**src/hw/rtl/zobrist_board_hash_core_assert.svh**
```systemverilog
// Assertion macros shared by the Zobrist hash RTL.
// Needs clk_i and rst_ni in the scope of every use.
`ifndef ZOBRIST_BOARD_HASH_CORE_ASSERT_SVH
`define ZOBRIST_BOARD_HASH_CORE_ASSERT_SVH

// Same-cycle implication, checked out of reset.
`define ZBH_ASSERT_IMP(lbl, ante, cons, msg) \
  lbl: assert property (@(posedge clk_i) disable iff (!rst_ni) (ante) |-> (cons)) \
    else $error(msg);

// Next-cycle implication, checked out of reset.
`define ZBH_ASSERT_NXT(lbl, ante, cons, msg) \
  lbl: assert property (@(posedge clk_i) disable iff (!rst_ni) (ante) |=> (cons)) \
    else $error(msg);

`endif

```
**src/hw/rtl/zbh_pkg.sv**
```systemverilog
// Shared constants and the xorshift32 step for the Zobrist hash core.
// No dependencies; used by zbh_keygen, zbh_key_store and zobrist_board_hash_core.
package zbh_pkg;

  localparam int unsigned SEED_W     = 32;
  localparam int unsigned HASH_W     = 64;
  localparam int unsigned IN_TDATA_W = 24;
  localparam int unsigned SQ_W       = 6;
  localparam int unsigned PIECE_W    = 4;
  localparam int unsigned EP_W       = 7;
  localparam int unsigned CASTLE_W   = 4;
  localparam int unsigned PART_W     = 16;

  localparam logic [SEED_W-1:0] SEED_RESET = 32'h0482_8501;

  // Keys that follow the piece keys: en passant, castling, side.
  localparam int unsigned EP_KEYS        = 16;
  localparam int unsigned CASTLE_ENTRIES = 16;
  localparam int unsigned AUX_KEYS       = EP_KEYS + CASTLE_ENTRIES;
  localparam int unsigned AUX_AW         = 5;
  localparam int unsigned EXTRA_KEYS     = AUX_KEYS + 1;

  localparam int unsigned XS_SHL_A = 13;
  localparam int unsigned XS_SHR   = 17;
  localparam int unsigned XS_SHL_B = 5;

  function automatic logic [SEED_W-1:0] xs32_next(input logic [SEED_W-1:0] x);
    logic [SEED_W-1:0] t;
    t = x ^ (x << XS_SHL_A);
    t = t ^ (t >> XS_SHR);
    t = t ^ (t << XS_SHL_B);
    return t;
  endfunction

endpackage

```
**src/hw/rtl/zbh_keygen.sv**
```systemverilog
// Key generator and fill sequencer: one xorshift32 step per cycle, each key packing four outputs.
// Depends on zbh_pkg and the assertion macro header.
`include "zobrist_board_hash_core_assert.svh"

module zbh_keygen #(
  parameter int NUM_SQUARES     = 64,
  parameter int NUM_PIECE_KINDS = 12,
  parameter int STORE_DEPTH     = NUM_PIECE_KINDS * NUM_SQUARES + zbh_pkg::EXTRA_KEYS,
  parameter int IDX_W           = $clog2(STORE_DEPTH)
) (
  input  logic                        clk_i,
  input  logic                        rst_ni,
  input  logic                        cfg_we_i,
  input  logic [zbh_pkg::SEED_W-1:0]  cfg_wdata_i,
  output logic                        busy_o,
  output logic                        wr_en_o,
  output logic [IDX_W-1:0]            wr_idx_o,
  output logic [zbh_pkg::HASH_W-1:0]  wr_key_o
);
  import zbh_pkg::*;

  localparam logic ST_RUN  = 1'b0;
  localparam logic ST_FILL = 1'b1;
  localparam logic [IDX_W-1:0] LAST_IDX = IDX_W'(STORE_DEPTH - 1);

  logic                  state_q, state_d;
  logic [SEED_W-1:0]     gen_q, gen_d;
  logic [1:0]            part_q, part_d;
  logic [IDX_W-1:0]      idx_q, idx_d;
  logic [3*PART_W-1:0]   buf_q, buf_d;
  logic [SEED_W-1:0]     gen_nxt;

  assign gen_nxt  = xs32_next(gen_q);
  assign busy_o   = (state_q == ST_FILL);
  assign wr_en_o  = busy_o && (part_q == 2'd3);
  assign wr_idx_o = idx_q;
  // The fourth output lands in the top quarter of the key.
  assign wr_key_o = {gen_nxt[PART_W-1:0], buf_q};

  always_comb begin
    state_d = state_q;
    gen_d   = gen_q;
    part_d  = part_q;
    idx_d   = idx_q;
    buf_d   = buf_q;
    if (cfg_we_i) begin
      state_d = ST_FILL;
      gen_d   = cfg_wdata_i;
      part_d  = 2'd0;
      idx_d   = '0;
    end else if (state_q == ST_FILL) begin
      gen_d  = gen_nxt;
      part_d = part_q + 2'd1;
      buf_d  = {gen_nxt[PART_W-1:0], buf_q[3*PART_W-1:PART_W]};
      if (part_q == 2'd3) begin
        if (idx_q == LAST_IDX) begin
          state_d = ST_RUN;
        end else begin
          idx_d = idx_q + IDX_W'(1);
        end
      end
    end
  end

  always_ff @(posedge clk_i or negedge rst_ni) begin
    if (!rst_ni) begin
      state_q <= ST_FILL;
      gen_q   <= SEED_RESET;
      part_q  <= 2'd0;
      idx_q   <= '0;
    end else begin
      state_q <= state_d;
      gen_q   <= gen_d;
      part_q  <= part_d;
      idx_q   <= idx_d;
    end
  end

  always_ff @(posedge clk_i) begin
    buf_q <= buf_d;
  end

  `ZBH_ASSERT_IMP(a_idx_range, busy_o, idx_q <= LAST_IDX, "fill index ran past the store")
  `ZBH_ASSERT_NXT(a_cfg_restart, cfg_we_i, busy_o && idx_q == '0 && part_q == 2'd0,
                  "seed write did not restart the fill")
  `ZBH_ASSERT_IMP(a_fill_end, $fell(busy_o), $past(wr_en_o) && $past(idx_q) == LAST_IDX,
                  "fill ended before the last key was written")

endmodule

```
**config.mk**
```make
export PLATFORM = sky130hd
export DESIGN_NAME = zbh_keygen
export DESIGN_NICKNAME = d
export VERILOG_FILES = /design/src/hw/rtl/zbh_pkg.sv /design/src/hw/rtl/zbh_keygen.sv
export VERILOG_INCLUDE_DIRS = /design/src /design/src/hw/rtl
export SDC_FILE = /design/constraint.sdc
export NUM_CORES = 1
export LEC_CHECK = 0
export ABC_AREA = 0
export BUFFER_PORTS_ARGS = -buffer_cell sky130_fd_sc_hd__buf_4
export CORE_MARGIN = 2
export CORE_UTILIZATION = 57
export DETAILED_ROUTE_END_ITERATION = 12
export HOLD_SLACK_MARGIN = 0.12
export PLACE_DENSITY = 0.85
export SYNTH_ARGS = -nofsm -noshare
export SYNTH_HDL_FRONTEND = slang
export SYNTH_SLANG_ARGS = --single-unit
```
**constraint.sdc**
```tcl
create_clock -name clk_i -period 12 [get_ports clk_i]
set_clock_uncertainty 0.2 [all_clocks]
set_input_delay 1.2 -clock clk_i [delete_from_list [all_inputs] [get_ports clk_i]]
set_output_delay 1.2 -clock clk_i [all_outputs]
set_load 0.01 [all_outputs]
```
==> impl_metrics.json, run 1 <==
{
  "rr_worst_depth": 3,
  "end_kind": "primary output",
  "synth_nets": 380,
  "power_w": 0.00206,
  "cts_buffers": 9,
  "final_cell_mix": "buf_4, edfxtp_1, xnor2_1",
  "synthDistinctLibCells": 40,
  "grt_pass1_vias": 2933,
  "cp_cell_sequence": "xnor2_1, xnor2_1, xnor2_1, buf_4",
  "grt_max_degree": 70,
  "ctsHoldBuffers": 0,
  "p_leak_nw": 2.49,
  "ys_seq_area_frac": 0.579,
  "clock-root-buffer": "clkbuf_8",
  "cts_buffer_depth": 2,
  "post-route-period-util": 0.281,
  "synth-warning-count": 0,
  "ant_nets": 0,
  "grt_pass1_wl_mm": 14.7,
  "setup_slack_ns": 8.63,
  "die_w_um": 92.4,
  "rows": 32,
  "clk_pin_slew_ns": 0.09,
  "wl_per_cell_um": 16.5,
  "vdd_drop_max_uv": 172,
  "relSlewSlack": 0.499,
  "synth_seq_cells": 93,
  "vias": 2990,
  "rsz0062_at_grt": "false",
  "multi_input_area_mm2": 0.00176,
  "syn_area_mm2": 0.00445,
  "final_common_cell": "buf_4",
  "holdPathStages": 0,
  "crit_slowest_cell": "dfrtp_1",
  "synth_cells": 342,
  "nNetsFinal": 482,
  "final-hold-violation-count": 0,
  "die_area_mm2": 0.00853,
  "cts.sinks": 93,
  "remaining_drc_errors": 0,
  "crit_required_ns": 10.60,
  "post-route-min-period_ns": 3.37,
  "drv_cap": 0,
  "cts_tree": "built",
  "io_pins": 111,
  "place_congestion": 0.764,
  "postPlaceCellArea_mm2": 0.00534,
  "fmax_mhz": 297,
  "cp.arrival_ns": 1.97,
  "dr.pass1.iters": 4,
  "postCtsSetupRepairBufs": 0,
  "cts-resized-gates": 0,
  "cts_max_level": 3,
  "start_kind": "flip-flop",
  "cp_max_fo": 4,
  "core_mm2": 0.00765,
  "die_h_um": 92.4,
  "drive_gt1_frac": 0.318,
  "dp_slack_ns": 8.90,
  "synth_area_per_cell_um2": 13.0,
  "clk_latency_ns": 0.35,
  "crit_top_cell": "xnor2_1",
  "wirelength_mm": 9.09,
  "initial_utilization": 0.582,
  "setup_viol_count_final": 0,
  "synthToLayoutAreaGrowth_pct": 25.0,
  "drv_slew": 0,
  "design_area_mm2": 0.00556,
  "nFillCells": 528,
  "crit_type": "flip-flop to primary output",
  "port-buffer-count": 110,
  "pwr_density_cell_mw_per_mm2": 371,
  "vias_per_cell": 5.43,
  "status": "finished clean",
  "grt_usage": 0.223,
  "overflow": 0,
  "drtIter0Drc": 161,
  "regArea_mm2": 0.00258,
  "dp_hpwl_mm": 6.49,
  "antenna_found_initial": 0,
  "min_path_type": "flip-flop to flip-flop",
  "tightest_slew_ns": 0.747,
  "finalSetupTns_ns": 0,
  "antenna_cells": 0,
  "crit_path_max_incr_delay_ns": 0.46
}
## cell usage after synthesis (all sizes together)
cell	number	area share
edfxtp	48	0.32
xnor2	39	0.077
dfrtp	37	0.21
nand2	30	0.025
nor2	22	0.019
o21ai	21	0.024
xor2	19	0.037
clkbuf	17	0.014
xnor3	13	0.066
a221o	11	0.025
inv	10	0.0084
and3	8	0.011
dfstp	8	0.047
nand3	6	0.0067
nand4	6	0.0084
mux2i	5	0.011
a21oi	4	0.0045
or3	4	0.0059
xor3	4	0.021
a211o	3	0.0059
buf	3	0.0034
ha	3	0.0084
nor2b	3	0.0042
nor4b	3	0.0059
a31oi	2	0.0028
nor3	2	0.0022
o31ai	2	0.0065
and2	1	0.0014
and4	1	0.0022
clkinv	1	0.00084
nor4	1	0.0014
o311ai	1	0.0037
or2	1	0.0014
or3b	1	0.0020
or4	1	0.0017
or4b	1	0.0031
## worst max-delay path, delay by kind of cell, from the launching register on
kind                   cells  cell delay [ns]
XOR/XNOR                   3             0.97
flip-flops                 1             0.46
buffers and inverters      1             0.20
## per-layer routing
layer / vias to the layer above / global-route usage / share of wire
met1: 1473 / 0.299 / 0.41
li1: 1409 / - / -
met2: 97 / 0.373 / 0.52
met5: - / 0 / 0
met3: 11 / 0.0285 / 0.056
met4: 0 / 0.0908 / 0.016
## through the flow
step / util / hold slack (ns) / std cells
finish: 0.728 / 0.255 / 551
global route: 0.728 / 0.271 / 551
CTS: 0.728 / 0.254 / 551
detailed placement: 0.699 / 0.237 / 535
global placement: 0.699 / 0.231 / 535
floorplan: - / 0.291 / 342
## state kept, by name, indices dropped and copies added (netlist names)
signal and flops:
busy_o 1, gen_q 32, buf_q 48, wr_idx_o 10, part_q 2
## final timing paths
| check | from | to | slack [ns] |
|---|---|---|---|
| worst max-delay path | gen_q[7]$_DFFE_PN0P_ | wr_key_o[56] | 8.63 |
| worst min-delay path | buf_q[25]$_DFFE_PP_ | buf_q[9]$_DFFE_PP_ | 0.25 |
| worst max register to register | busy_o$_DFF_PN1_ | buf_q[34]$_DFFE_PP_ | 8.86 |
| worst min register to register | buf_q[25]$_DFFE_PP_ | buf_q[9]$_DFFE_PP_ | 0.25 |
| max in group asynchronous | rst_ni | gen_q[12]$_DFFE_PN0P_ | 10.57 |
| min in group asynchronous | rst_ni | gen_q[2]$_DFFE_PN0P_ | 0.64 |
## power by group
| group | leakage (nW) | switching [W] | internal [W] |
|---|---|---|---|
| sequential | 1.02 | 0.000113 | 0.000521 |
| clock | 0.107 | 0.000111 | 0.000119 |
| combinational | 1.36 | 0.000557 | 0.000642 |
| total | 2.49 | 0.000780 | 0.00128 |
## cell families (layout without fill, tap and decap cells)
group	count (synthesis)	count (layout)	share of synthesized area
buffers and inverters	31	138	0.0270
muxes	5	5	0.0112
AOI/OAI and AO/OA	44	44	0.0717
DFF	93	93	0.579
xor gates and xnor gates	75	75	0.201
adders and majority gates	3	3	0.00843
and+or+nand+nor	91	91	0.102
## final cells by class
cell class	count	area share
Clock inverter	6	0.0169
Inverter	11	0.00742
Tap cell	102	0.0229
Sequential cell	93	0.463
Timing Repair Buffer	111	0.150
Multi-Input combinational cell	218	0.317
Clock buffer	10	0.0229
No activity file was read; power rests on OpenSTA's default activity.
==> inputs of run 2 (changes only) <==
--- a/config.mk
+++ b/config.mk
@@ -9,10 +9,10 @@
 export ABC_AREA = 0
 export BUFFER_PORTS_ARGS = -buffer_cell sky130_fd_sc_hd__buf_4
 export CORE_MARGIN = 2
-export CORE_UTILIZATION = 57
+export CORE_UTILIZATION = 53
 export DETAILED_ROUTE_END_ITERATION = 12
 export HOLD_SLACK_MARGIN = 0.12
-export PLACE_DENSITY = 0.85
+export PLACE_DENSITY = 0.8
 export SYNTH_ARGS = -nofsm -noshare
 export SYNTH_HDL_FRONTEND = slang
 export SYNTH_SLANG_ARGS = --single-unit
==> constraint.sdc (replaced) <==
create_clock -name clk_i -period 3.16 [get_ports clk_i]
set_clock_uncertainty 0.2 [all_clocks]
set_input_delay 0.316 -clock clk_i [delete_from_list [all_inputs] [get_ports clk_i]]
set_output_delay 0.316 -clock clk_i [all_outputs]
set_load 0.01 [all_outputs]
==> impl_metrics.json, run 2 (same netlist as run 1, synthesis figures left out) <==
{
  "cts_buffer_depth": 2,
  "relSlewSlack": 0.581,
  "crit_type": "flip-flop to primary output",
  "cp_top_family": "XOR/XNOR gates",
  "final_util": 0.728,
  "crit_slowest_cell": "xnor2_1",
  "final_cell_mix": "buf_4, edfxtp_1, xnor2_1",
  "synthToLayoutAreaGrowth_pct": 33.7,
  "grt_usage": 0.224,
  "antenna_cells": 0,
  "start_kind": "flip-flop",
  "clk_pin_slew_ns": 0.09,
  "vias": 3134,
  "core_mm2": 0.00818,
  "ant_nets": 0,
  "die_w_um": 95.7,
  "cts_buffers": 9,
  "grt_pass1_vias": 3130,
  "hold_start": "cfg_we_i",
  "largest_reg_flops": 48,
  "tightest_slew_ns": 0.628,
  "setup_viol_count_final": 0,
  "remaining_drc_errors": 0,
  "vias_per_cell": 5.31,
  "drv_slew": 0,
  "cts.sinks": 93,
  "rows": 33,
  "overflow": 0,
  "final_common_cell": "buf_4",
  "wl_per_cell_um": 16.6,
  "antenna_found_initial": 0,
  "dr.pass1.iters": 4,
  "end_kind": "primary output",
  "cp_cell_sequence": "xnor2_1, xnor2_1, xnor2_1, buf_4",
  "nNetsFinal": 518,
  "die_h_um": 95.7,
  "port-buffer-count": 110,
  "wirelength_mm": 9.78,
  "fmax_mhz": 397,
  "cp-startpoint": "gen_q[7]$_DFFE_PN0P_",
  "initial_utilization": 0.545,
  "io_pins": 111,
  "cp_max_fo": 4,
  "post-route-period-util": 0.798,
  "crit_top_cell": "xnor2_1",
  "drv_cap": 0,
  "dp_hpwl_mm": 6.57,
  "pwr_density_cell_mw_per_mm2": 1330,
  "p_leak_nw": 2.66,
  "grt_pass1_wl_mm": 15.4,
  "hold-worst-slack_ns": 0.232,
  "place_congestion": 0.788,
  "crit_path_max_incr_delay_ns": 0.47,
  "post-route-min-period_ns": 2.52,
  "final-hold-violation-count": 0,
  "cts_tree": "built",
  "drtIter0Drc": 139,
  "crit_buf_inv": 1,
  "status": "finished clean",
  "regMostFlops": "buf_q",
  "cp.arrival_ns": 2.00,
  "min_path_type": "primary input to flip-flop",
  "r2r_slack_ns": 1.03,
  "reg2reg_from": "busy_o$_DFF_PN1_",
  "die_area_mm2": 0.00915,
  "clock-root-buffer": "clkbuf_8",
  "finalSetupTns_ns": 0,
  "vdd_drop_max_uv": 557,
  "drive_gt1_frac": 0.301,
  "postCtsSetupRepairBufs": 0,
  "crit_required_ns": 2.64,
  "grt_max_degree": 68,
  "rsz0062_at_grt": "false",
  "clk_latency_ns": 0.36,
  "cts_max_level": 3
}
==> run 2: changes by cell type in the layout (fill, tap and decap cells not counted) <==
cell | before | now
buf_12 | 0 | 1
clkbuf_1 | 1 | 0
dlygate4sd3_1 | 0 | 33
buf_4 | 111 | 113
clkinv_1 | 1 | 2
bufinv_16 | 2 | 3
clkinvlp_4 | 1 | 0
==> run 2: area by class of cell <==
class | count | area (µm²)
clock inverter | 7 | 120
inverter | 11 | 41.3
multi-input combinational | 218 | 1760
fill | 557 | 2220
clock buffer | 9 | 124
timing repair buffer | 147 | 1200
tap | 105 | 131
sequential | 93 | 2580
==> run 2: worst paths after layout <==
kind / to / cells past startpoint
max in group asynchronous: gen_q[19]$_DFFE_PN0P_ / 2
min in group asynchronous: gen_q[11]$_DFFE_PN0P_ / 2
hold reg to reg: buf_q[9]$_DFFE_PP_ / 0
hold / removal: gen_q[8]$_DFFE_PN1P_ / 3
setup reg to reg: wr_idx_o[9]$_DFFE_PN0P_ / 6
setup / recovery: wr_key_o[56] / 4
==> run 2: repair_timing <==
action / CTS / global route
gates resized for setup: 0 / 0
hold buffers: 33 / 0
endpoints found under the hold margin: 69 / 0
==> run 2: per-stage QoR <==
step | std cells | area, µm² | power (W) | setup slack (ns)
after floorplan | 342 | 4460 | 0.00523 | 0.223
after global placement | 541 | 5380 | 0.00681 | 1.11
after detailed placement | 541 | 5380 | 0.00696 | 1.04
after CTS | 590 | 5960 | 0.00797 | 0.623
after global routing | 590 | 5960 | 0.00847 | 0.536
final | 590 | 5960 | 0.00795 | 0.640
==> run 2: metal layers <==
layer | global-route usage | wire length (µm) | vias to the layer above
met2 | 0.388 | 5070 | 95
met5 | 0 | 0 | -
met1 | 0.284 | 4020 | 1539
met4 | 0.0655 | 164 | 0
met3 | 0.0458 | 520 | 18
li1 | - | - | 1482
==> run 2: power breakdown <==
part | switching (W) | total, W | internal, W
clock | 0.000413 | 0.000943 | 0.000530
sequential | 0.000430 | 0.00241 | 0.00198
combinational | 0.00213 | 0.00460 | 0.00247
total | 0.00297 | 0.00795 | 0.00498
==> run 2: worst reg2reg max path: cells and delay by family, from the launching register on <==
family | cells | cell delay, ns
compound gates | 2 | 0.27
simple gates | 2 | 0.66
buf+inv | 2 | 0.39
flops | 1 | 0.54
==> inputs of run 3 (changes only) <==
--- a/config.mk
+++ b/config.mk
@@ -9,10 +9,10 @@
 export ABC_AREA = 0
 export BUFFER_PORTS_ARGS = -buffer_cell sky130_fd_sc_hd__buf_4
 export CORE_MARGIN = 2
-export CORE_UTILIZATION = 53
+export CORE_UTILIZATION = 48
 export DETAILED_ROUTE_END_ITERATION = 12
 export HOLD_SLACK_MARGIN = 0.12
-export PLACE_DENSITY = 0.8
+export PLACE_DENSITY = 0.76
 export SYNTH_ARGS = -nofsm -noshare
 export SYNTH_HDL_FRONTEND = slang
 export SYNTH_SLANG_ARGS = --single-unit
==> constraint.sdc (replaced) <==
create_clock -name clk_i -period 2.2 [get_ports clk_i]
set_clock_uncertainty 0.2 [all_clocks]
set_input_delay 0.22 -clock clk_i [delete_from_list [all_inputs] [get_ports clk_i]]
set_output_delay 0.22 -clock clk_i [all_outputs]
set_load 0.01 [all_outputs]
==> impl_metrics.json, run 3 (same netlist as run 1, synthesis figures left out) <==
{
  "rr_worst_depth": 5,
  "design_area_mm2": 0.00642,
  "overflow": 0,
  "crit_slowest_cell": "dfstp_2",
  "cp_max_fo": 5,
  "p_leak_nw": 2.88,
  "drtIter0Drc": 226,
  "drv_cap": 0,
  "ant_nets": 0,
  "path_depth": 4,
  "setup_slack_ns": -0.0164,
  "regArea_mm2": 0.00259,
  "die_area_mm2": 0.0101,
  "status": "finished, violations left",
  "end_kind": "primary output",
  "min_path_type": "primary input to async pin",
  "reg2reg_from": "busy_o$_DFF_PN1_",
  "dr.pass1.iters": 5,
  "die_w_um": 100,
  "grt_pass1_wl_mm": 16.8,
  "core_mm2": 0.00911,
  "crit_buf_inv": 1,
  "clk_latency_ns": 0.36,
  "drive_gt1_frac": 0.384,
  "wl_met2_mm": 5.60,
  "regMostFlops": "buf_q",
  "vias_per_cell": 5.33,
  "wirelength_mm": 10.9,
  "fmax_mhz": 451,
  "largest_reg_flops": 48,
  "antenna_found_initial": 0,
  "dp_hpwl_mm": 6.58,
  "pwr_density_cell_mw_per_mm2": 2010,
  "final-hold-violation-count": 0,
  "remaining_drc_errors": 0,
  "r2r_slack_ns": 0.06,
  "clock-root-buffer": "clkbuf_8",
  "nNetsFinal": 544,
  "initial_utilization": 0.489,
  "vias": 3317,
  "cts.sinks": 93,
  "dr_wl_met3_um": 727,
  "cts_tree": "built",
  "final_cell_mix": "buf_4, edfxtp_1, dlygate4sd3_1",
  "cp.arrival_ns": 1.80,
  "grt_usage": 0.214,
  "antenna_cells": 0,
  "cp_cell_sequence": "xor2_4, xnor2_2, xor2_1, buf_4",
  "final_common_cell": "buf_4",
  "synthToLayoutAreaGrowth_pct": 44.2,
  "highest_layer": "met4",
  "post-route-period-util": 1.01,
  "crit_type": "flip-flop to primary output",
  "clk_pin_slew_ns": 0.10,
  "tightest_slew_ns": 0.604,
  "grt_max_degree": 47,
  "io_pins": 111,
  "grt_pass1_vias": 3349,
  "drv_slew": 0,
  "relSlewSlack": 0.598,
  "violations": "negative setup slack",
  "multi_input_area_mm2": 0.00195,
  "post-route-min-period_ns": 2.22,
  "fin_cells": 622,
  "r2r-end": "gen_q[1]$_DFFE_PN0P_",
  "port-buffer-count": 110,
  "die_h_um": 100,
  "postPlaceCellArea_mm2": 0.00542,
  "cts_buffer_depth": 2,
  "cts_buffers": 9,
  "placedCellCount": 550,
  "rows": 35,
  "start_kind": "flip-flop",
  "place_congestion": 0.914,
  "cp_top_family": "flip-flops",
  "nFillCells": 627,
  "setup_viol_count_final": 2,
  "crit_path_max_incr_delay_ns": 0.64,
  "vdd_drop_max_uv": 804,
  "met1_length_mm": 4.42,
  "crit_required_ns": 1.78,
  "cts_max_level": 3,
  "wl_per_cell_um": 17.5,
  "rsz0062_at_grt": "true"
}
run 3: cell count changes in the layout (fill, tap and decap cells not counted), moves of 7 or more:
| cell | previous run | this run |
|---|---|---|
| dfrtp_2 | 0 | 7 |
| buf_4 | 113 | 126 |
| xnor2_2 | 0 | 12 |
| dlygate4sd3_1 | 33 | 40 |
| xnor2_1 | 39 | 26 |
| xor2_2 | 0 | 7 |
| xor2_1 | 19 | 11 |
| dfrtp_1 | 37 | 30 |
run 3: cell type report:
type | count | share of cell area
clock inverter | 6 | 0.0181
timing repair buffer | 173 | 0.227
clock buffer | 10 | 0.0199
sequential | 93 | 0.403
multi-input combinational | 218 | 0.303
inverter | 11 | 0.00760
tap | 111 | 0.0216
run 3: power breakdown:
| part | total [W] | leakage [nW] | switching, W | internal (W) |
|---|---|---|---|---|
| Sequential | 0.00356 | 1.01 | 0.000706 | 0.00285 |
| Combinational | 0.00798 | 1.75 | 0.00342 | 0.00456 |
| Clock | 0.00140 | 0.121 | 0.000631 | 0.000766 |
| Total | 0.0129 | 2.88 | 0.00476 | 0.00818 |
run 3: what timing repair did:
action                                 in CTS  in global routing
resized for setup                          13                 28
cloned                                      0                  1
endpoints found under the hold margin      87                  0
pin swaps                                   7                 12
buffers inserted                            6                  8
setup endpoints to repair                  11                 12
hold buffers                               41                  0
run 3: worst max path at each step:
stage / to / start / slack, ns
2_1_floorplan: buf_q[0]$_DFFE_PP_ / busy_o$_DFF_PN1_ / 0.02
3_3_place_gp: wr_idx_o[1]$_DFFE_PN0P_ / wr_idx_o[6]$_DFFE_PN0P_ / 0.25
3_5_place_dp: wr_idx_o[1]$_DFFE_PN0P_ / wr_idx_o[6]$_DFFE_PN0P_ / 0.21
4_1_cts: wr_key_o[61] / gen_q[12]$_DFFE_PN0P_ / -0.03
5_1_grt: wr_key_o[53] / gen_q[17]$_DFFE_PN1P_ / -0.08
6_report: wr_key_o[53] / gen_q[17]$_DFFE_PN1P_ / -0.02
run 3: worst register-to-register path: cells and delay by family, from the launching register on:
family | cells | cell delay, ns
buffers and inverters | 2 | 0.81
XOR/XNOR | 1 | 0.15
AO/OA/AOI/OAI | 1 | 0.17
AND/OR/NAND/NOR | 1 | 0.10
flip-flops | 1 | 0.66
run 3: layer usage:
metal  up-vias  track usage
li1       1524            -
met1      1639        0.281
met2       140        0.360
met3        14       0.0397
met4         0       0.0706
met5         -            0
run 3: per-stage QoR:
stage / TNS (ns) / setup WS [ns] / power, W / hold slack [ns] / utilization
after detailed placement: 0 / 0.213 / 0.00997 / 0.0702 / 0.595
after global routing: -0.231 / -0.0759 / 0.0137 / 0.261 / 0.705
final: -0.0174 / -0.0164 / 0.0129 / 0.199 / 0.705
after floorplan: 0 / 0.0178 / 0.00752 / -0.276 / -
after global placement: 0 / 0.251 / 0.00979 / 0.0595 / 0.595
after CTS: -0.0332 / -0.0251 / 0.0122 / 0.218 / 0.680
